`src/sv/fet_pkg.sv`:
```
// Shared types, constants and unit-scaling functions of the extent translator.
package fet_pkg;

  // Size of the extent table and the physical block size.
  localparam int MAX_EXTENTS = 8;
  localparam int PHYS_LOG2   = 9;
  localparam int EXT_IDX_W   = (MAX_EXTENTS > 1) ? $clog2(MAX_EXTENTS) : 1;
  localparam int ENTRY_W     = 64;

  // Depth of the command queue between the front and the back.
  localparam int CMD_QUEUE_DEPTH = 4;

  // Shift amounts are carried as six-bit values.
  localparam logic [5:0] PHYS_LG = 6'(PHYS_LOG2);

  // Request opcodes.
  localparam logic [1:0] OP_WRITE_EXTENT = 2'd0;
  localparam logic [1:0] OP_AREA_TO_PHYS = 2'd1;
  localparam logic [1:0] OP_PHYS_TO_AREA = 2'd2;

  // Configuration register indexes.
  localparam logic [1:0] CFG_ROOT_MODE      = 2'd0;
  localparam logic [1:0] CFG_AREA_LOG2      = 2'd1;
  localparam logic [1:0] CFG_FRAGMENT_LOG2  = 2'd2;
  localparam logic [1:0] CFG_HEADER_BASE    = 2'd3;

  typedef struct packed {
    logic [1:0]  opcode;
    logic [31:0] lookup_block;
    logic [2:0]  entry_index;
    logic [31:0] extent_start;
    logic [31:0] extent_length;
  } req_t;

  typedef struct packed {
    logic [31:0] translated_block;
    logic        used_fallback;
  } rsp_t;

  typedef struct packed {
    logic        root_mode;
    logic [4:0]  area_block_log2;
    logic [4:0]  fragment_block_log2;
    logic [31:0] header_base;
  } cfg_t;

  typedef enum logic [1:0] {
    CMD_WRITE,
    CMD_FORWARD,
    CMD_REVERSE
  } cmd_kind_t;

  typedef struct packed {
    cmd_kind_t              kind;
    logic [31:0]            lookup_block;
    logic [EXT_IDX_W-1:0]   slot;
    logic [31:0]            extent_start;
    logic [31:0]            extent_length;
  } cmd_t;

  typedef enum logic [2:0] {
    BK_IDLE,
    BK_SETUP,
    BK_SCAN,
    BK_DIRECT,
    BK_JOIN,
    BK_SCALE
  } back_state_t;

  // Widen a five-bit log2 value to a shift amount.
  function automatic logic [5:0] lg6(input logic [4:0] l);
    return {1'b0, l};
  endfunction

  // Shifts that give zero for amounts of 32 or more.
  function automatic logic [31:0] shl32(input logic [31:0] x, input logic [5:0] s);
    return (s >= 6'd32) ? 32'd0 : (x << s);
  endfunction

  function automatic logic [31:0] shr32(input logic [31:0] x, input logic [5:0] s);
    return (s >= 6'd32) ? 32'd0 : (x >> s);
  endfunction

  function automatic logic [31:0] low_mask(input logic [5:0] s);
    return ~shl32(32'hFFFF_FFFF, s);
  endfunction

  // Convert a count from units of 2^up to units of 2^down, expressed as a
  // left shift by (up - down) when up >= down, and a right shift otherwise.
  function automatic logic [31:0] rescale(input logic [31:0] x, input logic [5:0] up,
                                          input logic [5:0] down);
    if (up >= down) begin
      return shl32(x, up - down);
    end
    return shr32(x, down - up);
  endfunction

endpackage

```
`src/sv/fragment_extent_translator_core.sv`:
```
// Top level of the fragment extent translator.
// Translates block numbers between an area's logical space and physical
// storage through a table of up to MAX_EXTENTS extents (start and length in
// fragment blocks, ended by the first zero length, cleared at reset). Opcode 0
// writes one table slot, opcode 1 maps an area block to a physical block and
// opcode 2 maps a physical block back; opcode 3 is dropped without a result.
// Requests pass through a four-entry command queue to a sequencer that walks
// the table one extent per cycle from a RAM with registered read. A table
// write is taken by the sequencer in its idle state; a translation passes
// through a setup step, the extent walk (skipped in root mode or with
// no fragment size), a join or a direct step and a scaling step. The
// extent walk sets the rate. Results sit in an output register, so the next
// request is worked on while a finished result waits. Configuration writes
// are always accepted and must only be made while no request is in flight.
module fragment_extent_translator_core (
  input  logic          clk,
  input  logic          rst,
  input  logic          req_valid,
  output logic          req_stall,
  input  fet_pkg::req_t req,
  output logic          rsp_valid,
  input  logic          rsp_stall,
  output fet_pkg::rsp_t rsp,
  input  logic          cfg_valid,
  output logic          cfg_ready,
  input  logic [1:0]    cfg_index,
  input  logic [31:0]   cfg_data
);

  import fet_pkg::*;

  cfg_t cfg;
  cmd_t push_cmd;
  cmd_t head;
  logic push;
  logic queue_full;
  logic q_empty;
  logic pop;

  // Configuration registers.
  assign cfg_ready = 1'b1;

  always_ff @(posedge clk) begin
    if (rst) begin
      cfg.root_mode           <= 1'b0;
      cfg.area_block_log2     <= 5'd12;
      cfg.fragment_block_log2 <= 5'd0;
      cfg.header_base         <= 32'd0;
    end else if (cfg_valid && cfg_ready) begin
      case (cfg_index)
        CFG_ROOT_MODE:     cfg.root_mode           <= cfg_data[0];
        CFG_AREA_LOG2:     cfg.area_block_log2     <= cfg_data[4:0];
        CFG_FRAGMENT_LOG2: cfg.fragment_block_log2 <= cfg_data[4:0];
        CFG_HEADER_BASE:   cfg.header_base         <= cfg_data;
        default:           cfg.root_mode           <= cfg.root_mode;
      endcase
    end
  end

  // Front end: accept and classify.
  fet_front u_front (
    .req_valid  (req_valid),
    .req_stall  (req_stall),
    .req        (req),
    .queue_full (queue_full),
    .push       (push),
    .push_cmd   (push_cmd)
  );

  // Command queue.
  fet_cmd_queue u_queue (
    .clk      (clk),
    .rst      (rst),
    .push     (push),
    .push_cmd (push_cmd),
    .full     (queue_full),
    .pop      (pop),
    .head     (head),
    .empty    (q_empty)
  );

  // Translation engine.
  fet_back u_back (
    .clk       (clk),
    .rst       (rst),
    .cfg       (cfg),
    .q_empty   (q_empty),
    .head      (head),
    .pop       (pop),
    .rsp_valid (rsp_valid),
    .rsp_stall (rsp_stall),
    .rsp       (rsp)
  );

endmodule

```
`src/sv/fet_ram.sv`:
```
// Generic single-write, single-read RAM with registered read data.
module fet_ram #(
  parameter int WIDTH = 32,
  parameter int DEPTH = 8
) (
  input  logic                                       clk,
  input  logic                                       we,
  input  logic [((DEPTH > 1) ? $clog2(DEPTH) : 1)-1:0] waddr,
  input  logic [WIDTH-1:0]                           wdata,
  input  logic [((DEPTH > 1) ? $clog2(DEPTH) : 1)-1:0] raddr,
  output logic [WIDTH-1:0]                           rdata
);

  logic [WIDTH-1:0] mem [DEPTH];

  // Write port and registered read port.
  always_ff @(posedge clk) begin
    if (we) begin
      mem[waddr] <= wdata;
    end
    rdata <= mem[raddr];
  end

endmodule

```
`src/sv/fet_front.sv`:
```
// Request front end: accepts transactions and turns them into queue commands.
module fet_front (
  input  logic          req_valid,
  output logic          req_stall,
  input  fet_pkg::req_t req,
  input  logic          queue_full,
  output logic          push,
  output fet_pkg::cmd_t push_cmd
);

  import fet_pkg::*;

  logic accept;
  logic keep;

  // A transaction waits only while the queue has no room.
  assign req_stall = queue_full;
  assign accept    = req_valid && !queue_full;

  // Classify the opcode; unused opcodes and writes beyond the table vanish here.
  always_comb begin
    push_cmd.lookup_block  = req.lookup_block;
    push_cmd.slot          = EXT_IDX_W'(req.entry_index);
    push_cmd.extent_start  = req.extent_start;
    push_cmd.extent_length = req.extent_length;
    push_cmd.kind          = CMD_WRITE;
    keep                   = 1'b0;
    case (req.opcode)
      OP_WRITE_EXTENT: begin
        push_cmd.kind = CMD_WRITE;
        keep          = (32'(req.entry_index) < MAX_EXTENTS);
      end
      OP_AREA_TO_PHYS: begin
        push_cmd.kind = CMD_FORWARD;
        keep          = 1'b1;
      end
      OP_PHYS_TO_AREA: begin
        push_cmd.kind = CMD_REVERSE;
        keep          = 1'b1;
      end
      default: begin
        keep = 1'b0;
      end
    endcase
  end

  assign push = accept && keep;

endmodule

```
`src/sv/fet_cmd_queue.sv`:
```
// Short command queue between the front end and the translation engine.
module fet_cmd_queue (
  input  logic          clk,
  input  logic          rst,
  input  logic          push,
  input  fet_pkg::cmd_t push_cmd,
  output logic          full,
  input  logic          pop,
  output fet_pkg::cmd_t head,
  output logic          empty
);

  import fet_pkg::*;

  localparam int PTR_W = (CMD_QUEUE_DEPTH > 1) ? $clog2(CMD_QUEUE_DEPTH) : 1;
  localparam int CNT_W = $clog2(CMD_QUEUE_DEPTH + 1);

  cmd_t             slots [CMD_QUEUE_DEPTH];
  logic [PTR_W-1:0] wr_ptr;
  logic [PTR_W-1:0] rd_ptr;
  logic [CNT_W-1:0] count;
  logic             do_push;
  logic             do_pop;

  assign full    = (count == CNT_W'(CMD_QUEUE_DEPTH));
  assign empty   = (count == '0);
  assign do_push = push && !full;
  assign do_pop  = pop && !empty;
  assign head    = slots[rd_ptr];

  // Pointers wrap at the queue depth.
  always_ff @(posedge clk) begin
    if (rst) begin
      wr_ptr <= '0;
      rd_ptr <= '0;
      count  <= '0;
    end else begin
      if (do_push) begin
        wr_ptr <= (wr_ptr == PTR_W'(CMD_QUEUE_DEPTH - 1)) ? '0 : wr_ptr + 1'b1;
      end
      if (do_pop) begin
        rd_ptr <= (rd_ptr == PTR_W'(CMD_QUEUE_DEPTH - 1)) ? '0 : rd_ptr + 1'b1;
      end
      case ({do_push, do_pop})
        2'b10:   count <= count + 1'b1;
        2'b01:   count <= count - 1'b1;
        default: count <= count;
      endcase
    end
  end

  // Queue storage.
  always_ff @(posedge clk) begin
    if (do_push) begin
      slots[wr_ptr] <= push_cmd;
    end
  end

endmodule

```
`src/sv/fet_back.sv`:
```
// Translation engine: owns the extent table, walks it and drives the result.
module fet_back (
  input  logic          clk,
  input  logic          rst,
  input  fet_pkg::cfg_t cfg,
  input  logic          q_empty,
  input  fet_pkg::cmd_t head,
  output logic          pop,
  output logic          rsp_valid,
  input  logic          rsp_stall,
  output fet_pkg::rsp_t rsp
);

  import fet_pkg::*;

  localparam logic [EXT_IDX_W-1:0] LAST_IDX = EXT_IDX_W'(MAX_EXTENTS - 1);

  back_state_t            state;
  back_state_t            state_next;
  logic                   is_fwd;
  logic [31:0]            bn;
  logic [31:0]            key;
  logic [31:0]            frac_part;
  logic [31:0]            cum;
  logic [31:0]            rel;
  logic [31:0]            hit_start;
  logic [31:0]            pa;
  logic [31:0]            pb;
  logic                   fb;
  logic [EXT_IDX_W-1:0]   scan_idx;
  logic [MAX_EXTENTS-1:0] entry_valid;
  logic                   rd_valid;

  logic                   ram_we;
  logic [EXT_IDX_W-1:0]   ram_raddr;
  logic [ENTRY_W-1:0]     rd_data;
  logic                   out_load;

  logic [5:0]  a_lg;
  logic [5:0]  f_lg;
  logic        direct;
  logic [31:0] rd_start;
  logic [31:0] rd_len;
  logic        table_end;
  logic        hit;
  logic        last;

  assign a_lg   = lg6(cfg.area_block_log2);
  assign f_lg   = lg6(cfg.fragment_block_log2);
  assign direct = cfg.root_mode || (cfg.fragment_block_log2 == 5'd0);

  // Extent table: start in the upper half of a word, length in the lower half.
  fet_ram #(
    .WIDTH (ENTRY_W),
    .DEPTH (MAX_EXTENTS)
  ) u_table (
    .clk   (clk),
    .we    (ram_we),
    .waddr (head.slot),
    .wdata ({head.extent_start, head.extent_length}),
    .raddr (ram_raddr),
    .rdata (rd_data)
  );

  // Entries never written since reset read as zero length.
  assign rd_start  = rd_data[ENTRY_W-1:32];
  assign rd_len    = rd_valid ? rd_data[31:0] : 32'd0;
  assign table_end = (rd_len == 32'd0);
  assign last      = (scan_idx == LAST_IDX);

  // Match test for the entry being examined.
  always_comb begin
    if (is_fwd) begin
      hit = key < (cum + rd_len);
    end else begin
      hit = (key >= rd_start) && (key < (rd_start + rd_len));
    end
  end

  // Next-state logic.
  always_comb begin
    state_next = state;
    case (state)
      BK_IDLE: begin
        if (!q_empty && head.kind != CMD_WRITE) begin
          state_next = BK_SETUP;
        end
      end
      BK_SETUP: begin
        state_next = direct ? BK_DIRECT : BK_SCAN;
      end
      BK_SCAN: begin
        if (table_end) begin
          state_next = BK_DIRECT;
        end else if (hit) begin
          state_next = BK_JOIN;
        end else if (last) begin
          state_next = BK_DIRECT;
        end
      end
      BK_DIRECT: state_next = BK_SCALE;
      BK_JOIN:   state_next = BK_SCALE;
      BK_SCALE: begin
        if (out_load) begin
          state_next = BK_IDLE;
        end
      end
      default: state_next = BK_IDLE;
    endcase
  end

  // Control outputs of the sequencer.
  always_comb begin
    pop       = 1'b0;
    ram_we    = 1'b0;
    ram_raddr = '0;
    out_load  = 1'b0;
    case (state)
      BK_IDLE: begin
        pop    = !q_empty;
        ram_we = !q_empty && (head.kind == CMD_WRITE);
      end
      BK_SCAN: begin
        ram_raddr = scan_idx + 1'b1;
      end
      BK_SCALE: begin
        out_load = !rsp_valid || !rsp_stall;
      end
      default: begin
        ram_raddr = '0;
      end
    endcase
  end

  // State register, table valid bits and result valid.
  always_ff @(posedge clk) begin
    if (rst) begin
      state       <= BK_IDLE;
      entry_valid <= '0;
      rsp_valid   <= 1'b0;
    end else begin
      state <= state_next;
      if (ram_we) begin
        entry_valid[head.slot] <= 1'b1;
      end
      if (out_load) begin
        rsp_valid <= 1'b1;
      end else if (!rsp_stall) begin
        rsp_valid <= 1'b0;
      end
    end
  end

  // Valid bit travels alongside the registered table read.
  always_ff @(posedge clk) begin
    rd_valid <= entry_valid[ram_raddr];
  end

  // Datapath registers, one step of the translation per state.
  always_ff @(posedge clk) begin
    case (state)
      BK_IDLE: begin
        if (pop) begin
          is_fwd <= (head.kind == CMD_FORWARD);
          bn     <= head.lookup_block;
        end
      end
      BK_SETUP: begin
        cum      <= 32'd0;
        scan_idx <= '0;
        fb       <= 1'b0;
        if (is_fwd) begin
          key       <= rescale(bn, a_lg, f_lg);
          frac_part <= (a_lg >= f_lg) ? 32'd0 : (bn & low_mask(f_lg - a_lg));
        end else begin
          key       <= rescale(bn, PHYS_LG, f_lg);
          frac_part <= (f_lg >= PHYS_LG) ? (bn & low_mask(f_lg - PHYS_LG)) : 32'd0;
        end
      end
      BK_SCAN: begin
        if (table_end) begin
          // An empty table maps directly without raising the flag.
          fb <= (scan_idx != '0);
        end else if (hit) begin
          rel       <= is_fwd ? (key - cum) : (key - rd_start);
          hit_start <= rd_start;
        end else begin
          cum      <= cum + (is_fwd ? rd_len : rescale(rd_len, a_lg, f_lg));
          scan_idx <= scan_idx + 1'b1;
          fb       <= last;
        end
      end
      BK_DIRECT: begin
        if (is_fwd) begin
          pa <= cfg.root_mode ? 32'd0 : cfg.header_base;
          pb <= rescale(bn, a_lg, PHYS_LG);
        end else begin
          pa <= rescale(cfg.root_mode ? bn : (bn - cfg.header_base), PHYS_LG, a_lg);
          pb <= 32'd0;
        end
      end
      BK_JOIN: begin
        if (is_fwd) begin
          pa <= rescale(hit_start + rel, f_lg, PHYS_LG);
          pb <= rescale(frac_part, a_lg, PHYS_LG);
        end else begin
          if (a_lg >= f_lg) begin
            pa <= shl32(cum + rel, a_lg - f_lg);
          end else begin
            pa <= cum + shr32(rel, f_lg - a_lg);
          end
          pb <= rescale(frac_part, PHYS_LG, a_lg);
        end
      end
      BK_SCALE: begin
        if (out_load) begin
          rsp.translated_block <= pa + pb;
          rsp.used_fallback    <= fb;
        end
      end
      default: begin
        fb <= fb;
      end
    endcase
  end

endmodule

```
`config.mk`:
```
export PLATFORM = sky130hd
export DESIGN_NAME = fragment_extent_translator_core
export DESIGN_NICKNAME = d
export VERILOG_FILES = /design/src/sv/fet_pkg.sv /design/src/sv/fragment_extent_translator_core.sv /design/src/sv/fet_ram.sv /design/src/sv/fet_front.sv /design/src/sv/fet_cmd_queue.sv /design/src/sv/fet_back.sv
export SDC_FILE = /design/constraint.sdc
export NUM_CORES = 2
export LEC_CHECK = 0
export BUFFER_PORTS_ARGS = -buffer_cell sky130_fd_sc_hd__buf_2
export CORE_ASPECT_RATIO = 1.2
export CORE_MARGIN = 1.5
export CORE_UTILIZATION = 40
export DETAILED_ROUTE_END_ITERATION = 16
export GPL_TIMING_DRIVEN = 0
export HOLD_SLACK_MARGIN = 0.15
export PLACE_DENSITY = 0.52
export SLEW_MARGIN = 15
export SYNTH_ARGS = -nofsm -noshare
export SYNTH_HDL_FRONTEND = slang
export SYNTH_HIERARCHICAL = 1
export SYNTH_SLANG_ARGS = --single-unit
```
`constraint.sdc`:
```
create_clock -name clk -period 20.8 [get_ports clk]
set_input_delay 4.16 -clock clk [delete_from_list [all_inputs] [get_ports clk]]
set_output_delay 4.16 -clock clk [all_outputs]
set_load 0.03 [all_outputs]
```
==> out/results.tsv, run 1 <==
metric	value	unit
clock_path_buffers	4	
error	[ERROR GRT-0116] Global routing finished with congestion. Check the congestion regions in the DRC Viewer.	
yosys-top-cells-area	edfxtp_1 (37%), mux4_2 (8.6%), ha_1 (5.0%), a21oi_1 (4.4%), nor2_1 (3.8%)	
htree_levels	4	
netlist.area_leader.share	37.3	%
cts_resized	0	
ys_seq_area_share	39.9	%
avgSynthCellArea	9.83	um2
synth_cells	9915	
synth_common_cells	edfxtp_1 (1210), nor2_1 (980), nand2_1 (968)	
synth-edff-count	1210	
yosysTopAreaCell	edfxtp_1	
die_w	454	um
lastStage	global routing	
io_pins	176	
grt_pass1_wl	1140000	um
synth_seq_cells	1339	
status	aborted with a tool error	
ys_warn_count	6	
yosysMostFrequentCell	edfxtp_1	
gp_congestion	1.23	
die_y	544	um
synth_ff_type	edfxtp_1	
async_reset_ff_share	0	%
synth_cell_types	105	
syn-cell-area	0.0974	mm2
numCtsBuffers	140	
grt_max_degree	54	
cts_sinks	1339	
ctsRootBufferMaster	clkbuf_16	
port_buffers	75	
grtUsageTotal	67.7	%
hpwl	544000	um
rows	198	
first_global_vias	111000	
postCtsHoldBufs	0	
grt-ovfl-total	319	
syn-num-nets	10500	
cts_setup_buffers	0	
start_util	40.2	%
-- cells by family after synthesis --
kind of cell | after synthesis | synth area share, %
xor gates and xnor gates | 290 | 2.61
DFF | 1339 | 39.9
other | 1 | 0.00385
AOI/OAI and AO/OA | 3039 | 20.3
buffers and inverters | 1091 | 4.80
adders and majority gates | 405 | 5.28
and+or+nand+nor | 2874 | 13.2
muxes | 876 | 13.9
-- routing by layer --
layer | GRT overflow | global-route usage, %
met5 | 1 | 16.4
met2 | 155 | 87.3
met3 | 5 | 48.3
met4 | 156 | 67.2
met1 | 2 | 68.2
-- per-stage QoR --
step	setup WS, ns	cell area, um2	hold WS (ns)	cells
CTS	6.07	109000	0.440	13600
detailed placement	6.15	104000	0.426	13300
global placement	4.08	102000	0.420	13200
floorplan	11.42	97400	0.400	9915
==> run 2: changes to the inputs <==
CORE_ASPECT_RATIO = unset   (was 1.2)
CORE_UTILIZATION = 25   (was 40)
HOLD_SLACK_MARGIN = unset   (was 0.15)
PLACE_DENSITY = unset   (was 0.52)
PLACE_DENSITY_LB_ADDON = 0.15   (was unset)
==> out/results.tsv, run 2 <==
metric	value	unit
clk_pin_slew	0.06	ns
setup_tns	0	ns
finalNonFillerCells	15700	
wirelength	764000	um
grt_antenna_before_repair	178	
path_depth	34	
drt_iter0_markers	14600	
syn-num-nets	10500	
synth_seq_cells	1339	
die_y	627	um
hpwl	625000	um
die_area	0.393	mm2
drive_gt1_share	14.7	%
holdWs	0.447	ns
ys_warn_count	6	
top_register	u_back/u_table/mem	
route.vias.total	97200	
start_util	25.1	%
detail_route.wl_per_cell	48.6	um
io_pins	176	
ctsRootBufferMaster	clkbuf_16	
syn2layout_area_growth	16.4	%
cts_resized	0	
fin_crit	16.15	ns
period_share	77.6	%
tritoncts	yes	
timing.rr.end	u_back/cum[30]	
rows	229	
htree_levels	4	
ir_worst_vdd	0.0702	mV
netlist.area_leader.share	37.3	%
async_reset_ff_share	0	%
postCtsHoldBufs	0	
clock_latency	0.91	ns
cts_sinks	1339	
path_delay_family	buffers and inverters	
path_class	flop to flop	
clock_skew	0.0829	ns
first_global_vias	90300	
ys_seq_area_share	39.9	%
synth-edff-count	1210	
pwr_density_cell	162	mW/mm2
crit_top_cell	clkbuf_1	
ff2ff_path_depth	34	
first_pass_iters	8	
grt_max_degree	40	
synth_common_cells	edfxtp_1 (1210), nor2_1 (980), nand2_1 (968)	
max_cap_viol_count	0	
rsz0062_at_grt	false	
setup_viol	0	
crit_buf_inv	14	
tightest_slew	1.58	ns
p_leak	40.4	nW
gp_congestion	1.09	
crit_start	cfg[37]	
relSlewSlack	-5.38	%
syn-cell-area	0.0974	mm2
die_w	627	um
endpoint	u_back/cum[30]	
ant_nets	0	
hp-class	flop to flop	
port_buffers	75	
grt-ovfl-total	0	
largest_reg_flops	512	
placed_cells	15400	
path_max_fanout	11	
yosys-top-cells-area	edfxtp_1 (37%), mux4_2 (8.6%), ha_1 (5.0%), a21oi_1 (4.4%), nor2_1 (3.8%)	
cp-start-kind	flop	
crit_slowest_cell	clkbuf_1	
violations	slew limit	
grtUsageTotal	37.7	%
worstPathArrival	16.81	ns
worstReg2RegStart	cfg[37]	
finalHoldViolCount	0	
core_area	0.389	mm2
final_common_cell	edfxtp_1	
avgViaCountPerCell	6.18	
r2r_slack	4.65	ns
fmax	61.9	MHz
status	finished with violations	
synth_cells	9915	
avgSynthCellArea	9.83	um2
cpPeakStageDelay	1.03	ns
grt_pass1_wl	966000	um
cts_setup_buffers	0	
clock_path_buffers	4	
synth_ff_type	edfxtp_1	
numCtsBuffers	163	
yosysTopAreaCell	edfxtp_1	
reg_top3	u_back/u_table/mem: 512 flops, u_queue/slots: 404 flops, u_back/u_table/rdata: 64 flops	
synth_cell_types	105	
cp-end-kind	flop	
yosysMostFrequentCell	edfxtp_1	
maxSlewViolCount	1	
mostFrequentLayoutCells	edfxtp_1 (1210), nand2_1 (968), nor2_1 (961), a21oi_1 (839), o21ai_0 (617)	
drc	0	
nets	10900	
cp.required	21.46	ns
-- run 2: cell counts after synthesis --
No cell type changed its count.
-- run 2: through the flow --
stage / total power [mW] / instance area [um2] / utilization, % / worst slack, ns
final: 18.4 / 113000 / 29.2 / 4.65
after floorplan: 9.26 / 97400 / - / 11.42
after CTS: 17.9 / 113000 / 29.1 / 5.43
after global placement: 14.7 / 104000 / 26.8 / 1.44
after detailed placement: 14.9 / 108000 / 27.7 / 5.45
after global routing: 18.7 / 113000 / 29.2 / 5.19
-- run 2: worst min path at each step --
stage,slack [ns],to,depth (start not counted),from
6_report,0.45,u_back/rsp[0],0,u_back/fb
5_1_grt,0.46,u_back/rsp[0],0,u_back/fb
4_1_cts,0.46,u_back/rsp[0],0,u_back/fb
3_5_place_dp,0.42,u_back/rsp[0],0,u_back/fb
3_3_place_gp,0.42,u_back/rsp[0],0,u_back/fb
2_1_floorplan,0.40,u_back/rsp[0],0,u_back/fb
-- run 2: layout make-up --
class	instances	area (um2)
Antenna cell	67	168
Buffer	816	3880
Clock buffer	202	4350
Clock inverter	92	1030
Fill cell	40900	275000
Inverter	275	1030
Multi-Input combinational cell	7485	54500
Sequential cell	1339	38900
Tap cell	5197	6500
Timing Repair Buffer	248	3060
-- run 2: kinds of logic (layout without fill, tap and decap cells) --
kind of cell	after synthesis	count (layout)	share of synthesized area, %
buffers and inverters	1091	1633	4.80
adder cells (fa/ha/maj)	405	405	5.28
AND/OR/NAND/NOR	2874	2874	13.2
other	1	68	0.00385
flip-flops	1339	1339	39.9
XOR/XNOR	290	290	2.61
multiplexers	876	876	13.9
AO/OA/AOI/OAI	3039	3039	20.3
-- run 2: report_power, final --
group	internal (mW)	total (mW)	switching (mW)
clock network	1.68	2.92	1.23
registers	3.51	4.34	0.830
logic	3.18	11.2	7.98
-- run 2: per-layer routing --
layer / track usage (%) / share of wire [%] / up-vias
met3: 10.8 / 10 / 1394
met2: 53.7 / 41 / 6391
li1: - / - / 38700
met4: 20.3 / 6.5 / 52
met1: 51.0 / 43 / 50700
met5: 0 / 0.043 / -
Power figures use the tool's default switching activity.
